[config.mk]
export PLATFORM = sky130hd
export DESIGN_NAME = iih_queue
export DESIGN_NICKNAME = d
export VERILOG_FILES = /design/src/rtl/iih_pkg.sv /design/src/rtl/iih_queue.sv
export SDC_FILE = /design/constraint.sdc
export NUM_CORES = 1
export LEC_CHECK = 0
export BUFFER_PORTS_ARGS = -buffer_cell sky130_fd_sc_hd__buf_2
export CAP_MARGIN = 40
export CORE_ASPECT_RATIO = 0.75
export CORE_MARGIN = 4
export CORE_UTILIZATION = 55
export CTS_BUF_LIST = sky130_fd_sc_hd__clkbuf_8
export CTS_CLUSTER_SIZE = 14
export DETAILED_ROUTE_END_ITERATION = 8
export GPL_TIMING_DRIVEN = 0
export PLACE_DENSITY_LB_ADDON = 0.2
export SKIP_CTS_REPAIR_TIMING = 1
export SLEW_MARGIN = 20
export SYNTH_ARGS = -nofsm -noshare
export SYNTH_HDL_FRONTEND = slang
export SYNTH_SLANG_ARGS = --single-unit
export TNS_END_PERCENT = 30
[constraint.sdc]
create_clock -name clk -period 2.6 [get_ports clk]
set_input_delay 0.13 -clock clk [delete_from_list [all_inputs] [get_ports clk]]
set_output_delay 0.13 -clock clk [all_outputs]
set_load 0.005 [all_outputs]
[src/rtl/iih_pkg.sv]
// Shared types and constants for the intensity histogram core.
// No dependencies; every other file but the macro header uses it by scoped names.
`timescale 1ns / 1ps

package iih_pkg;

	// Field widths
	localparam int PIX_W      = 17;
	localparam int IDX_W      = 8;
	localparam int N_W        = 9;
	localparam int WID_W      = 9;
	localparam int RCP_W      = 17;
	localparam int VAL_W      = 8;
	localparam int TOTAL_W    = 21;
	localparam int LOW_W      = 16;
	localparam int HIGH_W     = 17;
	localparam int CFG_IDX_W  = 2;
	localparam int CFG_DATA_W = 9;

	// Opcodes; the fourth code is ignored
	localparam logic [1:0] OP_CLEAR = 2'd0;
	localparam logic [1:0] OP_ADD   = 2'd1;
	localparam logic [1:0] OP_READ  = 2'd2;

	// Configuration register indexes
	localparam logic [CFG_IDX_W-1:0] REG_BIN_COUNT    = 2'd0;
	localparam logic [CFG_IDX_W-1:0] REG_PIXEL_FORMAT = 2'd1;

	localparam logic [VAL_W-1:0] VAL_MAX = 8'hFF;

	// Configuration as seen by the front end
	typedef struct packed {
		logic [N_W-1:0]   n;
		logic [WID_W-1:0] w;
		logic [RCP_W-1:0] rcp;
		logic             fmt;
		logic             busy;
	} cfg_t;

	// Classified word passed from front end to back end
	typedef struct packed {
		logic [1:0]        op;
		logic [IDX_W-1:0]  addr;
		logic              bad;
		logic [LOW_W-1:0]  lo;
		logic [HIGH_W-1:0] hi;
	} entry_t;

endpackage

[src/rtl/iih_queue.sv]
// Short FIFO of classified words between front end and back end.
// Depends on iih_pkg for the word type.
`timescale 1ns / 1ps

module iih_queue (
	input  logic            clk,
	input  logic            arst_n,
	input  logic            wr_en,
	input  iih_pkg::entry_t wr_data,
	input  logic            rd_en,
	output iih_pkg::entry_t rd_data,
	output logic            full,
	output logic            empty
);

	localparam int DEPTH = 4;
	localparam int PTR_W = $clog2(DEPTH);

	iih_pkg::entry_t     slot_q [DEPTH];
	logic [PTR_W-1:0]    wr_ptr_q;
	logic [PTR_W-1:0]    rd_ptr_q;
	logic [PTR_W:0]      cnt_q;
	logic                do_wr;
	logic                do_rd;

	assign full    = (cnt_q == (PTR_W + 1)'(DEPTH));
	assign empty   = (cnt_q == '0);
	assign do_wr   = wr_en && !full;
	assign do_rd   = rd_en && !empty;
	assign rd_data = slot_q[rd_ptr_q];

	// Advance pointers and occupancy
	always_ff @(posedge clk or negedge arst_n) begin
		if (!arst_n) begin
			wr_ptr_q <= '0;
			rd_ptr_q <= '0;
			cnt_q    <= '0;
		end else begin
			if (do_wr) begin
				wr_ptr_q <= wr_ptr_q + PTR_W'(1);
			end
			if (do_rd) begin
				rd_ptr_q <= rd_ptr_q + PTR_W'(1);
			end
			if (do_wr && !do_rd) begin
				cnt_q <= cnt_q + (PTR_W + 1)'(1);
			end else if (do_rd && !do_wr) begin
				cnt_q <= cnt_q - (PTR_W + 1)'(1);
			end
		end
	end

	// Store incoming word
	always_ff @(posedge clk) begin
		if (do_wr) begin
			slot_q[wr_ptr_q] <= wr_data;
		end
	end

endmodule

=== Word-level counts from Yosys, hierarchy flattened ===
Memory sizes are Yosys's and may differ from the RTL's.
Index checks and enable logic that the tools add are counted.

* Bits in registers: 7
* Output and inout port bits: 46
* Bits of input ports: 48
* RAM bits: 176
* Memories kept: 1

{| class="wikitable"
|+ Memories
! memory !! words !! width !! rd ports !! clocked after memory_dff !! write ports !! RTL line !! RTL
|-
| slot_q || 4 || 44 || 1 || 0 || 1 || iih_queue.sv:19 || <nowiki>iih_pkg::entry_t slot_q [DEPTH];</nowiki>
|}

* $add $sub $neg: 4
* Reduce and logical (&&, ||, !) cells: 10
* Equal/unequal tests: 1
* Multiplexer cells: 4

{| class="wikitable"
|+ Operators by type and width
! operator !! number
|-
| two-way mux 3 bit || 2
|-
| adder 2 x 1 -> 2 bit (second input constant) || 2
|-
| logical AND 1 bit || 4
|-
| logical NOT 1 bit || 4
|-
| adder 3 x 1 -> 3 bit (second input constant) || 1
|-
| equality test 3 bit (second input constant) || 1
|-
| logical NOT 3 bit || 1
|-
| subtractor 3 x 1 -> 3 bit (second input constant) || 1
|-
| two-way mux 1 bit || 2
|-
| nonzero test 2 bit || 1
|}

=== Depth between registers and ports, before layout ===
Gate-level depths: netlist of run 1.

* Depth after elaboration: 7
* Depth in mapped cells: 9
* Mapped depth without buffers: 8

=== Worst setup path before layout of run 1 ===
Ideal clock, no wire load.

* Path type: register to register
* From: register cnt_q[2]
* To: memory slot_q[0][0] (netlist name) (enable)
* Setup slack: 0.314 ns
* Data required time: 2.194 ns
* Cell stages (with the launch flop): 5
* Arrival time: 1.880 ns
* Setup time: 0.406 ns
* Buffers on the path: 1
* Path through: dfrtp_1 -> nor3b_2 -> nor2b_1 -> buf_2 -> and2_1

* Cells in the longest elaborated chain, start to end: 5

{| class="wikitable"
|+ RTL lines
! item !! RTL line !! RTL
|-
| from (decl) || iih_queue.sv:22 || <nowiki>logic [PTR_W:0] cnt_q;</nowiki>
|-
| from (signal assigned) || iih_queue.sv:46 || <nowiki>cnt_q <= cnt_q + (PTR_W + 1)'(1);</nowiki>
|-
| from (signal assigned) || iih_queue.sv:48 || <nowiki>cnt_q <= cnt_q - (PTR_W + 1)'(1);</nowiki>
|-
| equality test 3 bit || iih_queue.sv:26 || <nowiki>assign full = (cnt_q == (PTR_W + 1)'(DEPTH));</nowiki>
|-
| named net full || iih_queue.sv:12 || <nowiki>output logic full,</nowiki>
|-
| logical NOT 1 bit || iih_queue.sv:28 || <nowiki>assign do_wr = wr_en && !full;</nowiki>
|-
| logical AND 1 bit || iih_queue.sv:28 ||
|-
| named net do_wr || iih_queue.sv:23 || <nowiki>logic do_wr;</nowiki>
|-
| two-way mux 1 bit || iih_queue.sv:55 || <nowiki>if (do_wr) begin</nowiki>
|-
| two-way mux 1 bit (not written as such) || iih_queue.sv:56 || <nowiki>slot_q[wr_ptr_q] <= wr_data;</nowiki>
|-
| to (decl) || iih_queue.sv:19 ||
|}

The timed path passes the listed nets, and every way through them passes these cells.

=== Worst setup path after layout of run 1 ===
* From: register cnt_q[0]
* To: register cnt_q[2]

* Cells in the longest elaborated chain, start to end: 6
* Elaborated cells on any way between the ends: 15
* Classes of those cells: add/sub: 2; eq/ne: 1; mux: 2; reduce/logical: 10

{| class="wikitable"
|+ RTL lines
! item
|-
| parallel branches: the longest is 6 deep, another holds subtractor 3 x 1 -> 3 bit
|}

Several ways; the timed one is not identified. The select of a mux whose other input is x is not followed.
A chain may end at the register's enable or synchronous reset.

==> results of run 1 <==
[final cells by class]
cell class | count | area [sq um]
sequential | 183 | 5460
inverter | 4 | 15.01
tap | 162 | 202.7
timing repair buffer | 139 | 925.9
clock inverter | 14 | 88.84
multi-input combinational | 68 | 1247
buffer | 11 | 121.4
clock buffer | 17 | 234.0
fill | 771 | 3573
[report_power, final]
| part | switching, W | leakage, nW | internal (W) |
|---|---|---|---|
| Combinational | 0.00127 | 1.06 | 0.00138 |
| Sequential | 0.000150 | 1.69 | 0.00391 |
| Clock | 0.000960 | 0.159 | 0.000643 |
| Total | 0.00238 | 2.92 | 0.00592 |
[per-stage QoR]
step	cells	area, sq um	hold WS [ns]
after global routing	598	8295	0.01428
after detailed placement	521	7512	-0.02254
after floorplan	266	6834	-0.1656
after global placement	521	7502	-0.02523
after CTS	552	7835	-0.5139
final	598	8295	0.03472
[registers in the layout (all words and copies together) (netlist names)]
signal / count
slot_q: 176
cnt_q: 3
rd_ptr_q: 2
wr_ptr_q: 2
[per-layer routing]
layer	vias up	track usage	wire length, microns
met5	-	0	0
met4	0	0.05612	150
met3	14	0.06100	754
met2	88	0.2630	5534
met1	1603	0.2237	5045
li1	1441	-	-
[logic make-up (layout without fill, tap and decap cells)]
logic type,count (synthesis),after routing
fa+ha+maj,6,6
flops,183,183
xor+xnor,6,6
buf+inv,15,185
simple gates,10,10
mux,46,46
[cells in the mapped netlist (all sizes together)]
cell	count
edfxtp	176
mux4	44
buf	11
dfrtp	7
ha	5
and2	4
inv	4
xnor2	4
mux2	2
xor2	2
fa	1
nand2	1
nand3	1
nor2	1
nor2b	1
nor3b	1
or3	1
[final timing paths]
kind	start	endpoint	slack (ns)	cells after the start
min	arst_n	rd_ptr_q[0]$_DFFE_PN0P_	0.03	2
max	cnt_q[0]$_DFFE_PN0P_	cnt_q[2]$_DFFE_PN0P_	0.50	8
min reg2reg	cnt_q[2]$_DFFE_PN0P_	cnt_q[2]$_DFFE_PN0P_	0.48	1
max in group asynchronous	arst_n	wr_ptr_q[0]$_DFFE_PN0P_	2.39	2
min in group clk	wr_en	wr_ptr_q[0]$_DFFE_PN0P_	0.17	4
max reg2reg	cnt_q[0]$_DFFE_PN0P_	cnt_q[2]$_DFFE_PN0P_	0.50	8
==> results.sh, run 1 <==
export IMPL_setup_worst_path_end_class="flop"
export IMPL_critPathKind="reg2reg"
export IMPL_min_period_over_period=0.8077
export IMPL_syn_avg_cell_area_sq_um=25.69
export IMPL_worst_slack_ns=0.5000
export IMPL_setup_violations=0
export IMPL_synth_top_area_share=0.7733
export IMPL_remaining_drc_errors=0
export IMPL_synthAdderAreaFrac=0.01208
export IMPL_hold_path_class="in2async"
export IMPL_synth_top_family_by_area="multiplexers"
export IMPL_yosysTopAreaCell="edfxtp_1"
export IMPL_crit_buf_inv=1
export IMPL_grt_usage=0.1685
export IMPL_fin_crit_ns=2.100
export IMPL_die_width_microns=136.7
export IMPL_area_delta_synth_final_pct=21.38
export IMPL_cts_sinks=183
export IMPL_cts_tree="yes"
export IMPL_drive_above_1_share=0.4014
export IMPL_worst_pin_slew_ns=0.6966
export IMPL_crit_chain="or3_1 -> nand2_1 -> ha_1 -> inv_1 -> fa_1 -> xor2_1 -> nor2_1 -> xor2_1"
export IMPL_power_leakage_nw=2.917
export IMPL_drtIter0Drc=157
export IMPL_port_buffers=93
export IMPL_wl_per_cell_microns=19.20
export IMPL_grt_pass1_wl_microns=17600
export IMPL_vias_per_cell=5.261
export IMPL_core_area_sq_um=11870
export IMPL_synth_compound_area_frac=0
export IMPL_setup_tns_ns=0
export IMPL_worst_path_most_repeated_cell="xor2_1"
export IMPL_power_w=0.008309
export IMPL_n_antenna_cell=0
export IMPL_die_y_microns=104.5
export IMPL_dp_slack_ns=0.5159
export IMPL_numCtsBuffers=17
export IMPL_irDropWorstVdd_mv=0.5962
export IMPL_cp_slowest_cell="dfrtp_1"
export IMPL_grt_max_degree=45
export IMPL_place_gp_congestion=0.6985
export IMPL_synthCells=266
export IMPL_die_area_sq_um=14290
export IMPL_synth_xor_area_share=0.007689
export IMPL_synthMuxAreaShare=0.1521
export IMPL_nNetsFinal=478
export IMPL_htreeDepth=4
export IMPL_critPathArrivalTime_ns=2.48
export IMPL_pwr_density_cell_nw_per_um2=1002
export IMPL_wl_microns=11480
export IMPL_worst_ep_required_time_ns=2.98
export IMPL_ys_warn_count=0
export IMPL_final_max_slew_violation_count=0
export IMPL_ys_seq_elements=183
export IMPL_place_detailed_hpwl_microns=6576
export IMPL_synthTopCellsByArea="edfxtp_1, mux4_2, dfrtp_1, mux4_1, buf_12"
export IMPL_clock_latency_ns=0.45
export IMPL_synth_simple_gate_area_frac=0.009154
export IMPL_fin_worst_skew_ns=0.01290
export IMPL_clk_pin_slew_ns=0.09
export IMPL_final_cell_mix="edfxtp_1, buf_2, dlygate4sd3_1"
export IMPL_clockBufferDepth=2
export IMPL_synth_seq_area_share=0.7990
export IMPL_grt_remaining_overflow=0
export IMPL_syn_area_sq_um=6834
export IMPL_num_rows=34
export IMPL_hold_viol_final=0
export IMPL_maxCapViolations=0
export IMPL_antenna_found_initial=0
export IMPL_syn_num_nets=320
export IMPL_slew_headroom=0.5356
export IMPL_status="finished clean"
export IMPL_synth_cell_types=21
export IMPL_start_kind="flop"
export IMPL_ioPinCount=94
export IMPL_grt_pass1_vias=3205
export IMPL_root_buffer="clkbuf_8"
export IMPL_mostFrequentLayoutCell="edfxtp_1"
export IMPL_crit_family="simple AND/OR/NAND/NOR gates"
export IMPL_firstDrtPassIters=4
export IMPL_ant_nets=0
export IMPL_crit_fanout=4
export IMPL_start_util=0.5758
export IMPL_rsz0062_at_grt="false"
export IMPL_utilization=0.6989
export IMPL_fmax_ghz=0.4762
export IMPL_critPathMaxStageDelay_ns=0.45
export IMPL_vias=3146
Note: power is estimated with default switching activity, not from simulation.
==> inputs of run 2 (changes only) <==
Settings changed: CORE_UTILIZATION 55 to 53.
Clock period 2.6 ns to 1.7 ns, I/O delays scaled along.
==> run 2 against run 1 <==
  * Combinational power is 80% higher
  * Count of clock-buffer cells in the layout stayed put
  * Worst hold slack better by 0.10 ns
  * The run now ends with setup timing left
  * Highest routed layer unchanged
  * Global-route usage is 0.44 points lower
  * Register-to-register slack worse by 0.71 ns
  * Die area is 3.5% higher
  * Power is 65% higher
  * Cell count is 4.0% higher
  * Design area is 3.7% higher
  * Sequential cell count stayed put
  * Sequential power is 53% higher
==> results.sh, run 2 (same netlist as run 1, synthesis figures left out) <==
export IMPL_hold_path_class="in2reg"
export IMPL_critPathArrivalTime_ns=1.85
export IMPL_highest_layer="met4"
export IMPL_final_max_slew_violation_count=0
export IMPL_place_gp_congestion=0.6352
export IMPL_start_util=0.5495
export IMPL_pwr_density_cell_nw_per_um2=1599
export IMPL_fmax_ghz=0.5167
export IMPL_min_period_over_period=1.139
export IMPL_vias_per_cell=5.334
export IMPL_num_rows=35
export IMPL_root_buffer="clkbuf_8"
export IMPL_ant_nets=0
export IMPL_antenna_found_initial=0
export IMPL_hold_viol_final=0
export IMPL_violations="setup timing"
export IMPL_place_inst=525
export IMPL_clock_latency_ns=0.45
export IMPL_mostFrequentLayoutCell="edfxtp_1"
export IMPL_final_cell_mix="edfxtp_1, buf_2, dlygate4sd3_1"
export IMPL_crit_fanout=11
export IMPL_die_area_sq_um=14790
export IMPL_instances_no_fill=622
export IMPL_utilization=0.6913
export IMPL_cts_tree="yes"
export IMPL_setup_violations=134
export IMPL_die_y_microns=106.3
export IMPL_nFillCells=829
export IMPL_slew_headroom=0.5477
export IMPL_vias=3318
export IMPL_setup_worst_path_end_class="primary output"
export IMPL_fin_crit_ns=1.935
export IMPL_met1Wirelength_microns=5633
export IMPL_wl_met3_microns=803
export IMPL_clk_pin_slew_ns=0.09
export IMPL_n_antenna_cell=0
export IMPL_start_kind="flop"
export IMPL_post_dp_cell_area_sq_um=7547
export IMPL_maxCapViolations=0
export IMPL_numCtsBuffers=17
export IMPL_firstDrtPassIters=5
export IMPL_drive_above_1_share=0.4605
export IMPL_die_width_microns=139.1
export IMPL_wl_met2_microns=6060
export IMPL_grt_pass1_vias=3269
export IMPL_rsz0062_at_grt="true"
export IMPL_area_delta_synth_final_pct=25.81
export IMPL_place_detailed_hpwl_microns=6705
export IMPL_power_leakage_nw=3.039
export IMPL_largest_reg_flops=176
export IMPL_worst_slack_ns=-0.2355
export IMPL_ioPinCount=94
export IMPL_final_area_sq_um=8598
export IMPL_largestRegisters="slot_q x176, cnt_q x3"
export IMPL_status="complete, but fails checks"
export IMPL_drtIter0Drc=254
export IMPL_grt_remaining_overflow=0
export IMPL_clockBufferDepth=2
export IMPL_grt_max_degree=45
export IMPL_port_buffers=93
export IMPL_remaining_drc_errors=0
export IMPL_htreeDepth=4
export IMPL_grt_pass1_wl_microns=18130
export IMPL_wl_microns=12610
export IMPL_wl_per_cell_microns=20.27
export IMPL_fin_worst_skew_ns=0.01195
export IMPL_critPathKind="reg2out"
export IMPL_nNetsFinal=497
export IMPL_worst_ep_required_time_ns=1.62
export IMPL_irDropWorstVdd_mv=1.056
export IMPL_setup_tns_ns=-21.61
export IMPL_grt_usage=0.1641
export IMPL_worst_pin_slew_ns=0.6784
export IMPL_cts_sinks=183
export IMPL_core_area_sq_um=12440
export IMPL_regMostFlops="slot_q"
-- run 2: changes by cell type in the layout (fill, tap and decap cells not counted), sizes merged --
cell / change
buf: +12
and2: +4
inv: +3
clkbuf: +2
clkinv: -2
bufinv: +1
clkinvlp: -1
dlygate4sd3: +1
-- run 2: area by class of cell --
cell class              instances  area [sq um]  share of cell area
clock inverters                15         145.1             0.01688
repair buffers                154          1081              0.1257
flip-flops and latches        183          5463              0.6353
inverters                       4         15.01            0.001746
well taps                     166         207.7             0.02416
plain buffers                  11         156.4             0.01819
multi-input cells              72          1296              0.1508
clock buffers                  17         234.0             0.02721
-- run 2: critical path, stage by stage (launching register included) --
cell	delay, ns
dfrtp_1	0.39
buf_12	0.17
buf_12	0.16
mux4_2	0.53
buf_2	0.15
-- run 2: final timing paths --
check / depth (start not counted) / endpoint / from / slack [ns]
worst max-delay path: 4 / rd_data[41] / rd_ptr_q[0]$_DFFE_PN0P_ / -0.24
worst min-delay path: 4 / wr_ptr_q[0]$_DFFE_PN0P_ / wr_en / 0.14
worst max register to register: 8 / cnt_q[2]$_DFFE_PN0P_ / cnt_q[0]$_DFFE_PN0P_ / -0.21
worst min register to register: 2 / cnt_q[2]$_DFFE_PN0P_ / cnt_q[2]$_DFFE_PN0P_ / 0.59
max in group asynchronous: 3 / cnt_q[1]$_DFFE_PN0P_ / arst_n / 0.83
min in group asynchronous: 3 / cnt_q[2]$_DFFE_PN0P_ / arst_n / 0.60
-- run 2: through the flow --
step | setup slack (ns) | total power, W | hold slack (ns)
floorplan | -0.1374 | 0.008912 | -0.2106
global placement | -0.5747 | 0.01036 | -0.07666
detailed placement | -0.2131 | 0.01049 | -0.06843
CTS | -0.3263 | 0.01326 | -0.5685
global route | -0.3253 | 0.01450 | 0.1052
finish | -0.2355 | 0.01374 | 0.1378
-- run 2: power breakdown --
part | internal [W] | switching, W | total, W | leakage, nW
clock | 0.00120 | 0.00158 | 0.00278 | 0.186
combinational | 0.00256 | 0.00220 | 0.00476 | 1.16
sequential | 0.00597 | 0.000235 | 0.00621 | 1.69
total | 0.00973 | 0.00401 | 0.0137 | 3.04
-- run 2: layer usage --
| layer | track usage | vias up |
|---|---|---|
| met5 | 0 | - |
| met4 | 0.04399 | 0 |
| met3 | 0.05890 | 10 |
| met2 | 0.2637 | 108 |
| met1 | 0.2167 | 1715 |
| li1 | - | 1485 |
==> inputs of run 3 (changes only) <==
Settings changed: CORE_UTILIZATION 53 to 55.
Clock period 1.7 ns to 2.15 ns, I/O delays scaled along.
==> run 3 against run 2 <==
  * The flow now finishes without violations
  * Design area is 2.0% lower
  * Cell count down 3.2%
  * Power is 23% lower
  * Clock skew down 0.0014 ns
  * Register-to-register slack better by 0.31 ns
  * Global-route usage up 0.30 points
==> results.sh, run 3 (same netlist as run 1, synthesis figures left out) <==
export IMPL_min_period_over_period=0.9542
export IMPL_seq_area_sq_um=5461
export IMPL_die_width_microns=136.7
export IMPL_hold_viol_final=0
export IMPL_start_kind="flop"
export IMPL_place_gp_congestion=0.6937
export IMPL_htreeDepth=4
export IMPL_worst_pin_slew_ns=0.6920
export IMPL_critPathArrivalTime_ns=2.38
export IMPL_place_detailed_hpwl_microns=6650
export IMPL_r2r_cells=8
export IMPL_port_buffers=93
export IMPL_fin_crit_ns=2.051
export IMPL_area_delta_synth_final_pct=23.25
export IMPL_remaining_drc_errors=0
export IMPL_grt_remaining_overflow=0
export IMPL_fin_worst_skew_ns=0.01058
export IMPL_irDropWorstVdd_mv=0.6650
export IMPL_vias_per_cell=5.294
export IMPL_power_leakage_nw=2.983
export IMPL_start_util=0.5758
export IMPL_status="finished clean"
export IMPL_crit_family="adder cells"
export IMPL_worst_ep_required_time_ns=2.48
export IMPL_crit_buf_inv=3
export IMPL_regToRegEndpoint="cnt_q[1]$_DFFE_PN0P_"
export IMPL_endpoint="cnt_q[1]$_DFFE_PN0P_"
export IMPL_crit_chain="buf_4 -> nor3b_2 -> nor2b_1 -> buf_4 -> ha_2 -> inv_1 -> fa_2 -> mux2_2"
export IMPL_clock_latency_ns=0.43
export IMPL_n_antenna_cell=0
export IMPL_final_cell_mix="edfxtp_1, buf_2, dlygate4sd3_1"
export IMPL_nFillCells=730
export IMPL_antenna_found_initial=0
export IMPL_p_int_w=0.007605
export IMPL_largestRegisters="slot_q x176, cnt_q x3"
export IMPL_r2r_slack_ns=0.1
export IMPL_ant_nets=0
export IMPL_pwr_density_cell_nw_per_um2=1252
export IMPL_wl_microns=11550
export IMPL_numCtsBuffers=17
export IMPL_clockBufferDepth=2
export IMPL_die_area_sq_um=14290
export IMPL_r2r_start="cnt_q[0]$_DFFE_PN0P_"
export IMPL_hold_ws_ns=0.03437
export IMPL_wl_per_cell_microns=19.19
export IMPL_setup_worst_path_end_class="flop"
export IMPL_setup_tns_ns=0
export IMPL_swShare=0.2786
export IMPL_crit_fanout=7
export IMPL_regMostFlops="slot_q"
export IMPL_maxCapViolations=0
export IMPL_core_area_sq_um=11870
export IMPL_vias=3187
export IMPL_critPathKind="reg2reg"
export IMPL_worst_path_most_repeated_cell="buf_4"
export IMPL_firstDrtPassIters=4
export IMPL_multi_input_area_sq_um=1260
export IMPL_grt_pass1_wl_microns=17640
export IMPL_power_w=0.01054
export IMPL_crit_cells=8
export IMPL_ioPinCount=94
export IMPL_setup_violations=0
export IMPL_num_rows=34
export IMPL_cts_tree="yes"
export IMPL_cts_sinks=183
export IMPL_root_buffer="clkbuf_8"
export IMPL_hold_path_class="in2async"
export IMPL_clockPowerShare=0.223
export IMPL_fmax_ghz=0.4875
export IMPL_clk_pin_slew_ns=0.09
export IMPL_final_area_sq_um=8423
export IMPL_slew_headroom=0.5387
export IMPL_drtIter0Drc=197
export IMPL_grt_pass1_vias=3189
export IMPL_post_dp_cell_area_sq_um=7512
export IMPL_die_y_microns=104.5
export IMPL_seq_power_share=0.464
export IMPL_pwr_share_comb=0.313
export IMPL_grt_max_degree=45
export IMPL_startpoint="cnt_q[0]$_DFFE_PN0P_"
export IMPL_mostFrequentLayoutCell="edfxtp_1"
export IMPL_cp_slowest_cell="fa_2"
export IMPL_p_sw_w=0.002937
export IMPL_nNetsFinal=482
export IMPL_grt_usage=0.1671
export IMPL_drive_above_1_share=0.4295
export IMPL_critPathMaxStageDelay_ns=0.42
export IMPL_largest_reg_flops=176
export IMPL_final_max_slew_violation_count=0
-- run 3: cell types whose count changed in the layout (fill, tap and decap cells not counted), moves of 4 or more --
cell,previous run,this run
buf_6,7,1
buf_2,90,98
mux4_2,43,38
buf_4,14,5
mux4_1,1,6
inv_8,4,0
-- run 3: worst min path at each step --
stage	start	endpoint	slack [ns]	cells past startpoint
2_1_floorplan	arst_n	cnt_q[0]$_DFFE_PN0P_	-0.19	0
3_3_place_gp	arst_n	cnt_q[2]$_DFFE_PN0P_	-0.05	1
3_5_place_dp	arst_n	cnt_q[2]$_DFFE_PN0P_	-0.05	1
4_1_cts	arst_n	cnt_q[2]$_DFFE_PN0P_	-0.54	1
5_1_grt	arst_n	cnt_q[0]$_DFFE_PN0P_	0.03	2
6_report	arst_n	cnt_q[0]$_DFFE_PN0P_	0.03	2
-- run 3: through the flow --
step                      setup slack (ns)  cells    util
final                              0.09853    602  0.7097
after global routing             -0.001724    602  0.7097
after CTS                          0.03321    552  0.6670
after detailed placement           0.06597    521  0.6329
after global placement             -0.9580    521  0.6323
after floorplan                    -0.1359    266       -
-- run 3: metal layers --
| metal | track usage | routed length [microns] | vias to the layer above |
|---|---|---|---|
| li1 | - | - | 1447 |
| met1 | 0.2271 | 5030 | 1645 |
| met2 | 0.2553 | 5670 | 83 |
| met3 | 0.06244 | 707 | 12 |
| met4 | 0.05324 | 142 | 0 |
| met5 | 0 | 0 | - |
-- run 3: final cells by class --
class,count,area share
sequential,183,0.6484
multi-input combinational,68,0.1496
timing repair buffer,143,0.1135
clock buffer,17,0.02778
tap,162,0.02406
clock inverter,14,0.02020
buffer,11,0.01471
inverter,4,0.001783
-- run 3: power by group through the flow --
| stage | sequential [W] | clock [W] | combinational (W) |
|---|---|---|---|
| 2_1_floorplan | 0.00493 | 0 | 0.00209 |
| 3_3_place_gp | 0.00497 | 0 | 0.00317 |
| 3_5_place_dp | 0.00499 | 0 | 0.00322 |
| 4_1_cts | 0.00491 | 0.00240 | 0.00323 |
| 5_1_grt | 0.00495 | 0.00257 | 0.00362 |
| 6_report | 0.00489 | 0.00235 | 0.00330 |
