$ cat src/rtl/iih_pkg.sv
// Shared types and constants for the intensity histogram core.
// No dependencies; every other file but the macro header uses it by scoped names.
`timescale 1ns / 1ps

package iih_pkg;

	// Field widths
	localparam int PIX_W      = 17;
	localparam int IDX_W      = 8;
	localparam int N_W        = 9;
	localparam int WID_W      = 9;
	localparam int RCP_W      = 17;
	localparam int VAL_W      = 8;
	localparam int TOTAL_W    = 21;
	localparam int LOW_W      = 16;
	localparam int HIGH_W     = 17;
	localparam int CFG_IDX_W  = 2;
	localparam int CFG_DATA_W = 9;

	// Opcodes; the fourth code is ignored
	localparam logic [1:0] OP_CLEAR = 2'd0;
	localparam logic [1:0] OP_ADD   = 2'd1;
	localparam logic [1:0] OP_READ  = 2'd2;

	// Configuration register indexes
	localparam logic [CFG_IDX_W-1:0] REG_BIN_COUNT    = 2'd0;
	localparam logic [CFG_IDX_W-1:0] REG_PIXEL_FORMAT = 2'd1;

	localparam logic [VAL_W-1:0] VAL_MAX = 8'hFF;

	// Configuration as seen by the front end
	typedef struct packed {
		logic [N_W-1:0]   n;
		logic [WID_W-1:0] w;
		logic [RCP_W-1:0] rcp;
		logic             fmt;
		logic             busy;
	} cfg_t;

	// Classified word passed from front end to back end
	typedef struct packed {
		logic [1:0]        op;
		logic [IDX_W-1:0]  addr;
		logic              bad;
		logic [LOW_W-1:0]  lo;
		logic [HIGH_W-1:0] hi;
	} entry_t;

endpackage

$ cat src/rtl/iih_cfg.sv
// Configuration registers and the shared serial divider that derives
// bin width and its reciprocal. Depends on iih_pkg.
`timescale 1ns / 1ps

module iih_cfg #(
	parameter int MAX_BINS = 256
) (
	input  logic                            clk,
	input  logic                            arst_n,
	input  logic                            cfg_valid,
	output logic                            cfg_ready,
	input  logic [iih_pkg::CFG_IDX_W-1:0]   cfg_index,
	input  logic [iih_pkg::CFG_DATA_W-1:0]  cfg_data,
	output iih_pkg::cfg_t                   cfg
);

	typedef enum logic [2:0] {
		CS_IDLE  = 3'b001,
		CS_WIDTH = 3'b010,
		CS_RECIP = 3'b100
	} cstate_t;

	localparam int N_RST = (16 > MAX_BINS) ? MAX_BINS : 16;
	localparam int W_RST = (256 + N_RST - 1) / N_RST;
	localparam int R_RST = 65536 / W_RST + 1;
	localparam int STEPS = iih_pkg::RCP_W;
	localparam int CNT_W = $clog2(STEPS);
	localparam logic [iih_pkg::N_W-1:0] N_MAX = iih_pkg::N_W'(MAX_BINS);

	cstate_t                       state_q;
	logic [iih_pkg::N_W-1:0]       n_q;
	logic [iih_pkg::WID_W-1:0]     w_q;
	logic [iih_pkg::RCP_W-1:0]     rcp_q;
	logic                          fmt_q;
	logic [CNT_W-1:0]              cnt_q;
	logic [iih_pkg::RCP_W-1:0]     dq_q;
	logic [iih_pkg::WID_W-1:0]     rem_q;
	logic [iih_pkg::WID_W-1:0]     dsr_q;

	logic                          wr;
	logic                          wr_count;
	logic [iih_pkg::N_W-1:0]       n_clamp;
	logic [iih_pkg::WID_W:0]       trial;
	logic                          ge;
	logic [iih_pkg::WID_W-1:0]     rem_nx;
	logic [iih_pkg::RCP_W-1:0]     dq_nx;
	logic                          last;
	logic [iih_pkg::WID_W-1:0]     w_nx;
	logic [iih_pkg::RCP_W-1:0]     rcp_nx;

	assign cfg_ready = (state_q == CS_IDLE);
	assign wr        = cfg_valid && cfg_ready;
	assign wr_count  = wr && (cfg_index == iih_pkg::REG_BIN_COUNT);

	// Clamp the requested bin count into 1..MAX_BINS
	always_comb begin
		if (cfg_data == '0) begin
			n_clamp = iih_pkg::N_W'(1);
		end else if (cfg_data > N_MAX) begin
			n_clamp = N_MAX;
		end else begin
			n_clamp = cfg_data;
		end
	end

	// One restoring divide step: shift in a dividend bit, subtract if it fits
	assign trial  = {rem_q, dq_q[iih_pkg::RCP_W-1]};
	assign ge     = (trial >= {1'b0, dsr_q});
	assign rem_nx = ge ? iih_pkg::WID_W'(trial - {1'b0, dsr_q}) : trial[iih_pkg::WID_W-1:0];
	assign dq_nx  = {dq_q[iih_pkg::RCP_W-2:0], ge};
	assign last   = (cnt_q == CNT_W'(STEPS - 1));
	// Width rounds up; reciprocal is floor(65536 / w) + 1
	assign w_nx   = dq_nx[iih_pkg::WID_W-1:0] + iih_pkg::WID_W'(rem_nx != '0);
	assign rcp_nx = dq_nx + iih_pkg::RCP_W'(1);

	// Control and register file
	always_ff @(posedge clk or negedge arst_n) begin
		if (!arst_n) begin
			state_q <= CS_IDLE;
			n_q     <= iih_pkg::N_W'(N_RST);
			w_q     <= iih_pkg::WID_W'(W_RST);
			rcp_q   <= iih_pkg::RCP_W'(R_RST);
			fmt_q   <= 1'b0;
			cnt_q   <= '0;
		end else begin
			case (state_q)
				CS_IDLE: begin
					if (wr_count) begin
						n_q     <= n_clamp;
						cnt_q   <= '0;
						state_q <= CS_WIDTH;
					end else if (wr && (cfg_index == iih_pkg::REG_PIXEL_FORMAT)) begin
						fmt_q <= cfg_data[0];
					end
				end
				CS_WIDTH: begin
					cnt_q <= cnt_q + CNT_W'(1);
					if (last) begin
						w_q     <= w_nx;
						cnt_q   <= '0;
						state_q <= CS_RECIP;
					end
				end
				CS_RECIP: begin
					cnt_q <= cnt_q + CNT_W'(1);
					if (last) begin
						rcp_q   <= rcp_nx;
						cnt_q   <= '0;
						state_q <= CS_IDLE;
					end
				end
				default: begin
					state_q <= CS_IDLE;
				end
			endcase
		end
	end

	// Divider datapath: 256 / n first, then 65536 / w
	always_ff @(posedge clk) begin
		if (state_q == CS_IDLE) begin
			if (wr_count) begin
				dq_q  <= iih_pkg::RCP_W'(256);
				rem_q <= '0;
				dsr_q <= n_clamp;
			end
		end else if (state_q == CS_WIDTH && last) begin
			dq_q  <= iih_pkg::RCP_W'(65536);
			rem_q <= '0;
			dsr_q <= w_nx;
		end else begin
			dq_q  <= dq_nx;
			rem_q <= rem_nx;
		end
	end

	assign cfg.n    = n_q;
	assign cfg.w    = w_q;
	assign cfg.rcp  = rcp_q;
	assign cfg.fmt  = fmt_q;
	assign cfg.busy = (state_q != CS_IDLE);

endmodule

$ cat config.mk
export PLATFORM = sky130hd
export DESIGN_NAME = iih_cfg
export DESIGN_NICKNAME = d
export VERILOG_FILES = /design/src/rtl/iih_pkg.sv /design/src/rtl/iih_cfg.sv
export SDC_FILE = /design/constraint.sdc
export NUM_CORES = 1
export LEC_CHECK = 0
export BUFFER_PORTS_ARGS = -buffer_cell sky130_fd_sc_hd__buf_2
export CORE_ASPECT_RATIO = 0.75
export CORE_MARGIN = 1
export CORE_UTILIZATION = 55
export CTS_CLUSTER_DIAMETER = 200
export DETAILED_ROUTE_END_ITERATION = 10
export PLACE_DENSITY = 0.86
export SKIP_LAST_GASP = 1
export SYNTH_ARGS = -nofsm -noshare
export SYNTH_HDL_FRONTEND = slang
export SYNTH_SLANG_ARGS = --single-unit
$ cat constraint.sdc
create_clock -name clk -period 4.1 [get_ports clk]
set_input_delay 0.41 -clock clk [delete_from_list [all_inputs] [get_ports clk]]
set_output_delay 0.41 -clock clk [all_outputs]
set_load 0.05 [all_outputs]
== Yosys cells after proc, flatten, opt, wreduce, memory -nomap -nowiden ==
Cells that the tools add are included.
Operators by class
  add/subtract/negate cells: 4
  muxes and demuxes: 19
  magnitude comparators: 2
  eq/ne operators: 9
  bitwise gates (word level): 1
  reduce and logical (&&, ||, !) cells: 17
Operator list (number)
  two-way mux 9 bit: 9
  two-way mux 17 bit: 3
  adder 17 x 1 -> 17 bit (second input constant): 1
  >= comparator 10 x 9 -> 1 bit: 1
  two-way mux 5 bit: 2
  case mux 5 bit (2 select lines): 1
  AND reduction 2 bit: 5
  adder 9 x 1 -> 9 bit: 1
  greater-than comparator 9 bit (second input constant): 1
  logical NOT 9 bit: 1
  two-way mux 3 bit: 3
  case mux 3 bit (3 select lines): 1
  nonzero test 9 bit: 1
  subtractor 9 bit: 1
  AND reduction 3 bit: 2
  adder 5 x 1 -> 5 bit (second input constant): 1
  == test 5 bit (second input constant): 1
  logical AND 1 bit: 4
  inequality test 2 bit (second input constant): 2
  nonzero test 2 bit: 2
  == test 3 x 1 -> 1 bit (second input constant): 1
  == test 3 x 2 -> 1 bit (second input constant): 1
  == test 3 bit (second input constant): 1
  inequality test 3 x 1 -> 1 bit (second input constant): 1
  other kinds (5): 5
Word-level totals
  input port bits: 14
  word-level logic and storage cells: 61
  flip-flop bits (word level): 79
  output and inout bits: 38

== Longest topological paths before layout ==
Gate-level depths: netlist of run 1.
  depth after elaboration: 6
  depth in mapped cells: 15

== Worst setup path before layout of run 1 ==
No wires, ideal clock.
  path kind: register to register
  start point: register dq_q[16] (netlist name)
  end point: register dsr_q[6] (netlist name), data pin
  arrival: 2802 ps
  clock period less this slack: 3096 ps
  slack: 1004 ps
  setup time: 294 ps
  cell stages (with the launch flop): 15
  path through: edfxtp_1 inv_1 ha_1 inv_1 fa_1 a21oi_1 nor2b_1 nor2_1 mux2_2 nor4_2 a41oi_1 ha_1 nand3_1 xor2_1 a21oi_1
On the way
  word-level cells in the longest chain between the ends: 6
RTL lines
  start, declared: RTL line iih_cfg.sv:36  | logic [iih_pkg::RCP_W-1:0] dq_q;
  start signal, assigned: RTL line iih_cfg.sv:123  | dq_q <= iih_pkg::RCP_W'(256);
  start signal, assigned: RTL line iih_cfg.sv:128  | dq_q <= iih_pkg::RCP_W'(65536);
  start signal, assigned: RTL line iih_cfg.sv:132  | dq_q <= dq_nx;
  subtractor 9 bit or >= comparator 10 x 9 -> 1 bit (tied branches): RTL line iih_cfg.sv:69, iih_cfg.sv:68
  two-way mux 9 bit: RTL line iih_cfg.sv:69  | assign rem_nx = ge ? iih_pkg::WID_W'(trial - {1'b0, dsr_q}) : trial[iih_pkg::WID_W-1:0];
  nonzero test 9 bit: RTL line iih_cfg.sv:73  | assign w_nx = dq_nx[iih_pkg::WID_W-1:0] + iih_pkg::WID_W'(rem_nx != '0);
  adder 9 x 1 -> 9 bit *: RTL line iih_cfg.sv:73
  two-way mux 9 bit *: RTL line iih_cfg.sv:127  | end else if (state_q == CS_WIDTH && last) begin
  two-way mux 9 bit *: RTL line iih_cfg.sv:121  | if (state_q == CS_IDLE) begin
  end signal, assigned: RTL line iih_cfg.sv:125  | dsr_q <= n_clamp;
  end signal, assigned: RTL line iih_cfg.sv:130  | dsr_q <= w_nx;
  end, declared: RTL line iih_cfg.sv:38  | logic [iih_pkg::WID_W-1:0] dsr_q;
Mark *: on every way between the ends. The rest lies on a longest branch, timed or not. The select of a mux whose other input is x is not followed.
A chain may end at the register's enable or synchronous reset.

== Worst setup path after layout of run 1 ==
  start point: register dq_q[16] (netlist name)
  end point: register dsr_q[7] (netlist name), data pin
Same word-level chain as after synthesis.

==> impl_metrics.toml, run 1 <==
[critical_path]
critPathKind = "flop to flop"
path_cells = "inv_1 -> ha_1 -> inv_1 -> fa_1 -> a21oi_1 -> nor2b_1 -> nor2_1 -> mux2_2 -> nor4_2 -> a41oi_1 -> ha_1 -> nand4_1 -> xor2_1 -> mux2i_1"
arrival_ns = 3.64
crit_path_end_kind = "flop"
slowest_delay_ns = 0.42
worst-path-buf-inv = 2
crit_fanout = 4
crit_required_ns = 4.17
cp-start-kind = "flop"
cp_slowest_cell = "edfxtp_1"
path_delay_family = "adder cells"

[yosys]
synthesis.area_um2 = 4280
synth_edf_count = 35
yosys-top-cells-area = "edfxtp_1, dfrtp_1, ha_1, nand2_1, a21oi_1"
synth.top_cell.area_share = 0.245
async_reset_ff_frac = 0.557
syn_avg_cell_area_um2 = 10.3
ys_dominant_reg_cell = "dfrtp_1"
netlist.top_cell.by_area = "edfxtp_1"
synth_common_cells = "nand2_1, dfrtp_1, edfxtp_1, nor2_1, a21oi_1"
syn_nets = 445
ys_warn_count = 0
synth-seq-cells = 79
ys_seq_area_frac = 0.504
synth_most_common_cell = "nand2_1"
ys_types = 55
syn_inst = 416

[route]
drc = 0
wirelength_mm = 9.28
vias_per_cell = 5.74
ant_nets = 0
drtIter0Drc = 202
dr.pass1.iters = 7
wl_per_cell_um = 16.2
num_vias = 3283

[sta]
fin_setup_tns_ns = 0
maxSlewHeadroom = 0.337
worstMarginPinSlew_ns = 0.995
rsz0062_at_grt = "false"
setup_viol = 0
maxSlewViolCount = 0
hold_viol = 0
finClkSkew_ns = 0.0112
clock.fmax_ghz = 0.280
layout_min_cycle_time_ns = 3.57
finalCritPeriodShare = 0.870

[global_route]
grt_pass1_vias = 3095
use_met3 = 0.0507
antenna_found_initial = 0
grt-ovfl-total = 0
top_usage_layer = "met2"
use_met1 = 0.347
grt_pass1_wl_mm = 15.3
grtUsageMet2 = 0.377
grtUsageTotal = 0.242
grt_max_degree = 45

[final_layout]
nNetsFinal = 495
areaGrowthSynthToFinish_pct = 12.1
fin_util = 0.646
num_antenna_cells = 0
drive_above_1_share = 0.212
num-fill-cells = 607

[floorplanning]
initial_core_util = 0.576
die_w_um = 104
io_pins = 52
die-area_um2 = 8150
row_count = 27
die_y_um = 78.4
core_area_um2 = 7430

[power]
pwr-share-seq = 0.371
clkPwrFrac = 0.156
switching_share = 0.454
p_per_area_nw_per_um2 = 755
switching_power_w = 0.00164
power_frac_comb = 0.473
power_leakage_nw = 2.04
ir_drop_mv = 0.528
p_int_w = 0.00198

[cts]
clockBufferDepth = 2
root_buffer = "clkbuf_8"
cts.sinks = 79
htreeDepth = 3
cts_tree = "done"
cts_inserted_buffers = 9
clk-insertion-delay-late_ns = 0.36
cts.clk_slew.worst_paths_ns = 0.09
cts_hold_buf = 0
cts-resized-gates = 0
cts_setup_buffers = 0

[min_path]
hold_path_class = "input port to asynchronous set/reset pin"

[place]
port_buffers = 51
dp_hpwl_mm = 6.75
gp_congestion = 1.00

[run_status]
status = "complete, no violations"

[job]
max_cap_violations = 0
[cells by family (layout without fill, tap and decap cells)]
kind of cell	Yosys count	in the layout	synth area share
AOI/OAI and AO/OA	88	88	0.133
xor gates and xnor gates	28	28	0.0572
adders and majority gates	15	15	0.0456
buffers and inverters	38	93	0.0418
DFF	79	79	0.504
muxes	13	13	0.0330
and+or+nand+nor	155	155	0.185
[power by group through the flow]
stage | Combinational [W] | Clock [W] | Sequential (W)
3_5_place_dp | 0.00169 | 0 | 0.00135
4_1_cts | 0.00170 | 0.000577 | 0.00134
5_1_grt | 0.00185 | 0.000607 | 0.00137
6_report | 0.00171 | 0.000566 | 0.00134
3_3_place_gp | 0.00164 | 0 | 0.00134
2_1_floorplan | 0.00118 | 0 | 0.00145
[placed cells by master, fill, tap and decap left out, drive strengths merged, types with 4 or more instances in the layout]
cell / synthesis / routed
dfrtp: 39 / 39
o21ai: 31 / 31
dfstp: 5 / 5
xor2: 14 / 14
nor4: 5 / 5
nand2b: 10 / 10
clkbuf: 7 / 11
ha: 14 / 14
xnor2: 14 / 14
buf: 12 / 58
nand2: 44 / 44
mux2: 9 / 9
nand3: 24 / 24
o31ai: 5 / 5
inv: 19 / 21
mux2i: 4 / 4
a211oi: 4 / 4
a21oi: 32 / 32
nor3: 5 / 5
nor2: 34 / 34
nor2b: 19 / 19
edfxtp: 35 / 35
[path summary, 6_finish.rpt]
path / slack [ns] / endpoint / start / cells after the start
max: 0.53 / dsr_q[7] / dq_q[16] / 14
min: 0.20 / rcp_q[15] / arst_n / 1
max reg2reg: 0.53 / dsr_q[7] / dq_q[16] / 14
min reg2reg: 0.48 / rcp_q[5] / rcp_q[5] / 2
max in group asynchronous: 3.26 / cnt_q[0] / arst_n / 1
min in group clk: 0.30 / fmt_q / cfg_data[0] / 2
[per-stage QoR]
step,area (µm²),hold WS [ns],setup WS (ns),power (W),std cells
after global placement,4610,0.452,0.822,0.00298,556
after global routing,4800,0.293,0.369,0.00382,572
after floorplan,4280,0.114,1.00,0.00264,416
after detailed placement,4610,0.464,0.596,0.00304,556
final,4800,0.197,0.532,0.00363,572
after CTS,4800,0.239,0.574,0.00362,572
[sequential cells by signal, indices dropped and copies added (netlist names)]
name and count:
dsr_q 9, rem_q 9, dq_q 17, rcp_q 17, cnt_q 5, fmt_q 1
n_q 9, state_q 3, w_q 9
[routing by layer]
layer	up-vias	wire length [µm]	part of all wire
li1	1568	-	-
met1	1568	4380	0.47
met2	139	4180	0.45
met3	8	662	0.071
met4	0	53	0.0057
met5	-	0	0
[area by class of cell]
class	instances	area, µm²	area share
flip-flops and latches	79	2160	0.449
repair buffers	58	308	0.0641
inverters	19	71.3	0.0149
clock inverters	5	38.8	0.00808
multi-input cells	299	1950	0.405
well taps	101	126	0.0263
clock buffers	11	153	0.0318
[worst register-to-register path: cells and delay by family, from the launching register on]
kind | cells | cell delay [ns]
flops | 1 | 0.42
mux | 2 | 0.50
compound gates | 2 | 0.51
buf+inv | 2 | 0.13
fa+ha+maj | 3 | 0.87
xor+xnor | 1 | 0.24
simple gates | 4 | 0.64
Note: power is estimated with default switching activity, not from simulation.
==> inputs of run 2 (changes only) <==
- RECOVER_POWER: default -> 100
==> impl_metrics.toml, run 2 (synthesized netlist as in run 1, its figures left out) <==
[place]
dp_hpwl_mm = 6.75
gp_congestion = 1.00
port_buffers = 51

[sta]
maxSlewViolCount = 54
finalCritPeriodShare = 0.867
layout_min_cycle_time_ns = 3.55
finClkSkew_ns = 0.0117
worstMarginPinSlew_ns = 2.38
maxSlewHeadroom = -0.585
rsz0062_at_grt = "false"
clock.fmax_ghz = 0.281
hold_viol = 0
fin_setup_tns_ns = 0
setup_viol = 0

[final_layout]
nNetsFinal = 495
top_regs = "dq_q (17), rcp_q (17)"
areaGrowthSynthToFinish_pct = 9.52
multi_input_area_um2 = 1910
num-fill-cells = 646
register_area_um2 = 2160
drive_above_1_share = 0.102
layout.cells.most_common = "clkbuf_1"
final_cell_mix = "clkbuf_1, nand2_1, dfrtp_1"
num_antenna_cells = 0

[critical_path]
slowest_delay_ns = 1.45
path_cells = "nand2b_1 -> or2_0 -> nor4b_1 -> nor2_1 -> o21ai_0 -> o21ai_0"
crit_fanout = 19
crit_required_ns = 4.33
crit_path_end_kind = "flop"
critPathKind = "flop to flop"
path_delay_family = "simple AND/OR/NAND/NOR gates"
arrival_ns = 3.79
worst-path-buf-inv = 0
crit_path_frequent_cell = "o21ai_0"
cp_slowest_cell = "nor4b_1"
cp-start-kind = "flop"

[power]
p_per_area_nw_per_um2 = 761
post-layout-total-power_w = 0.00357
power_frac_comb = 0.464
switching_share = 0.456
switching_power_w = 0.00163
clkPwrFrac = 0.159
pwr-share-seq = 0.377
p_int_w = 0.00194
power_leakage_nw = 1.85
ir_drop_mv = 0.513

[route]
vias_per_cell = 5.73
drc = 0
wirelength_mm = 9.32
dr.pass1.iters = 5
num_vias = 3276
wl_per_cell_um = 16.3
drtIter0Drc = 209
ant_nets = 0

[floorplanning]
die_w_um = 104
die-area_um2 = 8150
core_area_um2 = 7430
initial_core_util = 0.576
io_pins = 52
row_count = 27
die_y_um = 78.4

[cts]
root_buffer = "clkbuf_8"
cts_tree = "done"
cts_setup_buffers = 0
cts_hold_buf = 0
htreeDepth = 3
clk-insertion-delay-late_ns = 0.36
cts.clk_slew.worst_paths_ns = 0.08
cts-resized-gates = 0
clockBufferDepth = 2
cts_inserted_buffers = 9
cts.sinks = 79

[global_route]
antenna_found_initial = 0
grt_pass1_vias = 3095
grtUsageTotal = 0.242
grt_pass1_wl_mm = 15.3
grt_max_degree = 45
grt-ovfl-total = 0

[job]
max_cap_violations = 2

[run_status]
status = "finished, violations left"
violations = "max-capacitance violations, max-slew violations"

[min_path]
hold_path_class = "input port to flop"
-- run 2: worst reg2reg max path: stages, from the launching register on --
cell	delay (ns)
dfstp_1	0.62
nand2b_1	0.09
or2_0	0.63
nor4b_1	1.46
nor2_1	0.28
o21ai_0	0.25
o21ai_0	0.11
-- run 2: path summary, 6_finish.rpt --
path	from	end	slack [ns]	depth (start not counted)
max	state_q[0]	cnt_q[2]	0.55	6
min	cfg_data[0]	fmt_q	0.30	2
max reg2reg	state_q[0]	cnt_q[2]	0.55	6
min reg2reg	rcp_q[5]	rcp_q[5]	0.48	2
max in group asynchronous	arst_n	cnt_q[1]	1.98	1
min in group asynchronous	arst_n	rcp_q[15]	0.75	1
-- run 2: power groups by stage --
stage	sequential, W	combinational [W]	clock [W]
floorplan	0.00145	0.00118	0
global placement	0.00134	0.00164	0
detailed placement	0.00135	0.00169	0
CTS	0.00134	0.00170	0.000577
global route	0.00137	0.00179	0.000606
finish	0.00135	0.00166	0.000568
-- run 2: final cells by class --
type,instances,area share
Timing Repair Buffer,58,0.0507
Tap cell,101,0.0269
Clock inverter,5,0.00827
Sequential cell,79,0.460
Inverter,19,0.0152
Clock buffer,11,0.0325
Multi-Input combinational cell,299,0.406
-- run 2: through the flow --
stage	hold WS [ns]	instances	utilization	area [µm²]	setup WS (ns)
floorplan	0.114	416	-	4280	1.00
global placement	0.452	556	0.620	4610	0.822
detailed placement	0.464	556	0.620	4610	0.596
CTS	0.239	572	0.646	4800	0.574
global route	0.293	572	0.631	4690	0.262
finish	0.299	572	0.631	4690	0.546
-- run 2: routing by layer --
metal	part of all wire	GRT usage
met2	0.45	0.377
met4	0.0074	0.0557
met5	0	0
met1	0.47	0.347
met3	0.075	0.0507
==> inputs of run 3 (changes only) <==
==> constraint.sdc (replaced) <==
create_clock -name clk -period 3.62 [get_ports clk]
set_input_delay 0.181 -clock clk [delete_from_list [all_inputs] [get_ports clk]]
set_output_delay 0.181 -clock clk [all_outputs]
set_load 0.05 [all_outputs]
==> impl_metrics.toml, run 3 (synthesized netlist as in run 1, its figures left out) <==
[run_status]
status = "finished, violations left"
violations = "max-capacitance violations, max-slew violations"

[sta]
fin_setup_tns_ns = 0
setup_viol = 0
layout_min_cycle_time_ns = 3.46
rsz0062_at_grt = "false"
worstMarginPinSlew_ns = 2.35
maxSlewHeadroom = -0.568
finClkSkew_ns = 0.00738
maxSlewViolCount = 54
finalCritPeriodShare = 0.955
hold_viol = 0
clock.fmax_ghz = 0.289

[floorplanning]
initial_core_util = 0.576
die_w_um = 104
die-area_um2 = 8150
row_count = 27
io_pins = 52
core_area_um2 = 7430
die_y_um = 78.4

[critical_path]
critPathKind = "flop to flop"
crit_path_frequent_cell = "inv_1"
cp_slowest_cell = "fa_1"
path_delay_family = "adder cells"
crit_required_ns = 3.73
worstReg2RegEnd = "dsr_q[7]"
crit_fanout = 4
regToRegSetupSlack_ns = 0.16
cp-start-kind = "flop"
worst-path-buf-inv = 2
crit_start = "dq_q[16]"
path_cells = "inv_1 -> ha_1 -> inv_1 -> fa_1 -> a21oi_2 -> nor2b_1 -> nor2_2 -> mux2_2 -> nor4_2 -> a41oi_2 -> ha_2 -> nand4_1 -> xor2_1 -> mux2i_1"
arrival_ns = 3.56
slowest_delay_ns = 0.43
reg2reg_from = "dq_q[16]"
crit_path_end_kind = "flop"
reg2reg_depth = 14

[final_layout]
num-fill-cells = 622
register_area_um2 = 2160
final_cell_area_um2 = 4770
areaGrowthSynthToFinish_pct = 11.4
drive_above_1_share = 0.124
multi_input_area_um2 = 1940
top_regs = "dq_q (17), rcp_q (17)"
final_cell_mix = "nand2_1, clkbuf_1, dfrtp_1"
nNetsFinal = 498
num_antenna_cells = 0

[power]
p_per_area_nw_per_um2 = 885
power_leakage_nw = 1.88
post-layout-total-power_w = 0.00423
ir_drop_mv = 0.496

[place]
dp_hpwl_mm = 6.75
gp_congestion = 1.01
placedInstanceArea_um2 = 4630
port_buffers = 51

[cts]
cts.sinks = 79
cts_inserted_buffers = 9
cts.clk_slew.worst_paths_ns = 0.08
clockBufferDepth = 2
root_buffer = "clkbuf_8"
clk-insertion-delay-late_ns = 0.37
htreeDepth = 3
cts_tree = "done"
cts_hold_buf = 0

[global_route]
grt_pass1_wl_mm = 15.9
grt_max_degree = 45
grt_pass1_vias = 3228
grt-ovfl-total = 0
grtUsageTotal = 0.251
antenna_found_initial = 0

[route]
drc = 0
num_vias = 3329
drtIter0Drc = 274
dr.pass1.iters = 7
ant_nets = 0
vias_per_cell = 5.79
wl_per_cell_um = 16.8
wirelength_mm = 9.66

[min_path]
min_to = "fmt_q"
min_from = "cfg_data[0]"
whs_path_depth = 2
hold_path_class = "input port to flop"

[job]
max_cap_violations = 2
run 3: cell count changes in the layout (fill, tap and decap cells not counted), sizes merged:
cell,previous run,this run
bufinv,0,2
buf,13,17
clkbuf,56,53
run 3: worst max-delay path by stage:
| stage | endpoint | slack [ns] | cells after the start |
|---|---|---|---|
| 4_1_cts | dsr_q[7] | 0.08 | 14 |
| 6_report | dsr_q[7] | 0.16 | 14 |
| 5_1_grt | dsr_q[7] | 0.009 | 14 |
| 3_3_place_gp | dsr_q[4] | 0.37 | 14 |
| 2_1_floorplan | dsr_q[6] | 0.52 | 14 |
| 3_5_place_dp | dsr_q[7] | 0.10 | 14 |
run 3: power by group:
group	switching [W]	internal, W	total [W]
clock	0.000348	0.000390	0.000738
sequential	0.000242	0.00129	0.00153
combinational	0.00131	0.000654	0.00196
run 3: layout make-up:
type / instances / share of cell area
multi-input combinational: 299 / 0.406
sequential: 79 / 0.452
timing repair buffer: 61 / 0.0553
inverter: 19 / 0.0149
clock inverter: 7 / 0.0197
tap: 101 / 0.0265
clock buffer: 9 / 0.0259
run 3: repair_timing:
item / 4_1_cts / 5_1_grt
buffers inserted: 0 / 0
gates resized for setup: 0 / 5
setup endpoints to repair: 0 / 7
run 3: worst register-to-register path: cells and delay by family (launching register included):
| family | cells | cell delay [ns] |
|---|---|---|
| AO/OA/AOI/OAI | 2 | 0.41 |
| XOR/XNOR | 1 | 0.21 |
| adder cells (fa/ha/maj) | 3 | 0.86 |
| buffers and inverters | 2 | 0.15 |
| flip-flops | 1 | 0.42 |
| multiplexers | 2 | 0.49 |
| AND/OR/NAND/NOR | 4 | 0.65 |
run 3: stage by stage:
step / worst slack (ns) / hold WS [ns] / utilization / std cells
2_1_floorplan: 0.524 / -0.115 / - / 416
3_3_place_gp: 0.366 / 0.375 / 0.623 / 559
3_5_place_dp: 0.101 / 0.403 / 0.623 / 559
4_1_cts: 0.0791 / 0.0125 / 0.653 / 575
5_1_grt: 0.00892 / 0.0554 / 0.642 / 575
6_report: 0.164 / 0.0603 / 0.642 / 575
run 3: metal layers:
metal,share of wire,up-vias,track usage
met1,0.45,1598,0.336
met2,0.47,142,0.399
met3,0.067,17,0.0706
met4,0.013,0,0.0771
met5,0,-,0
li1,-,1572,-
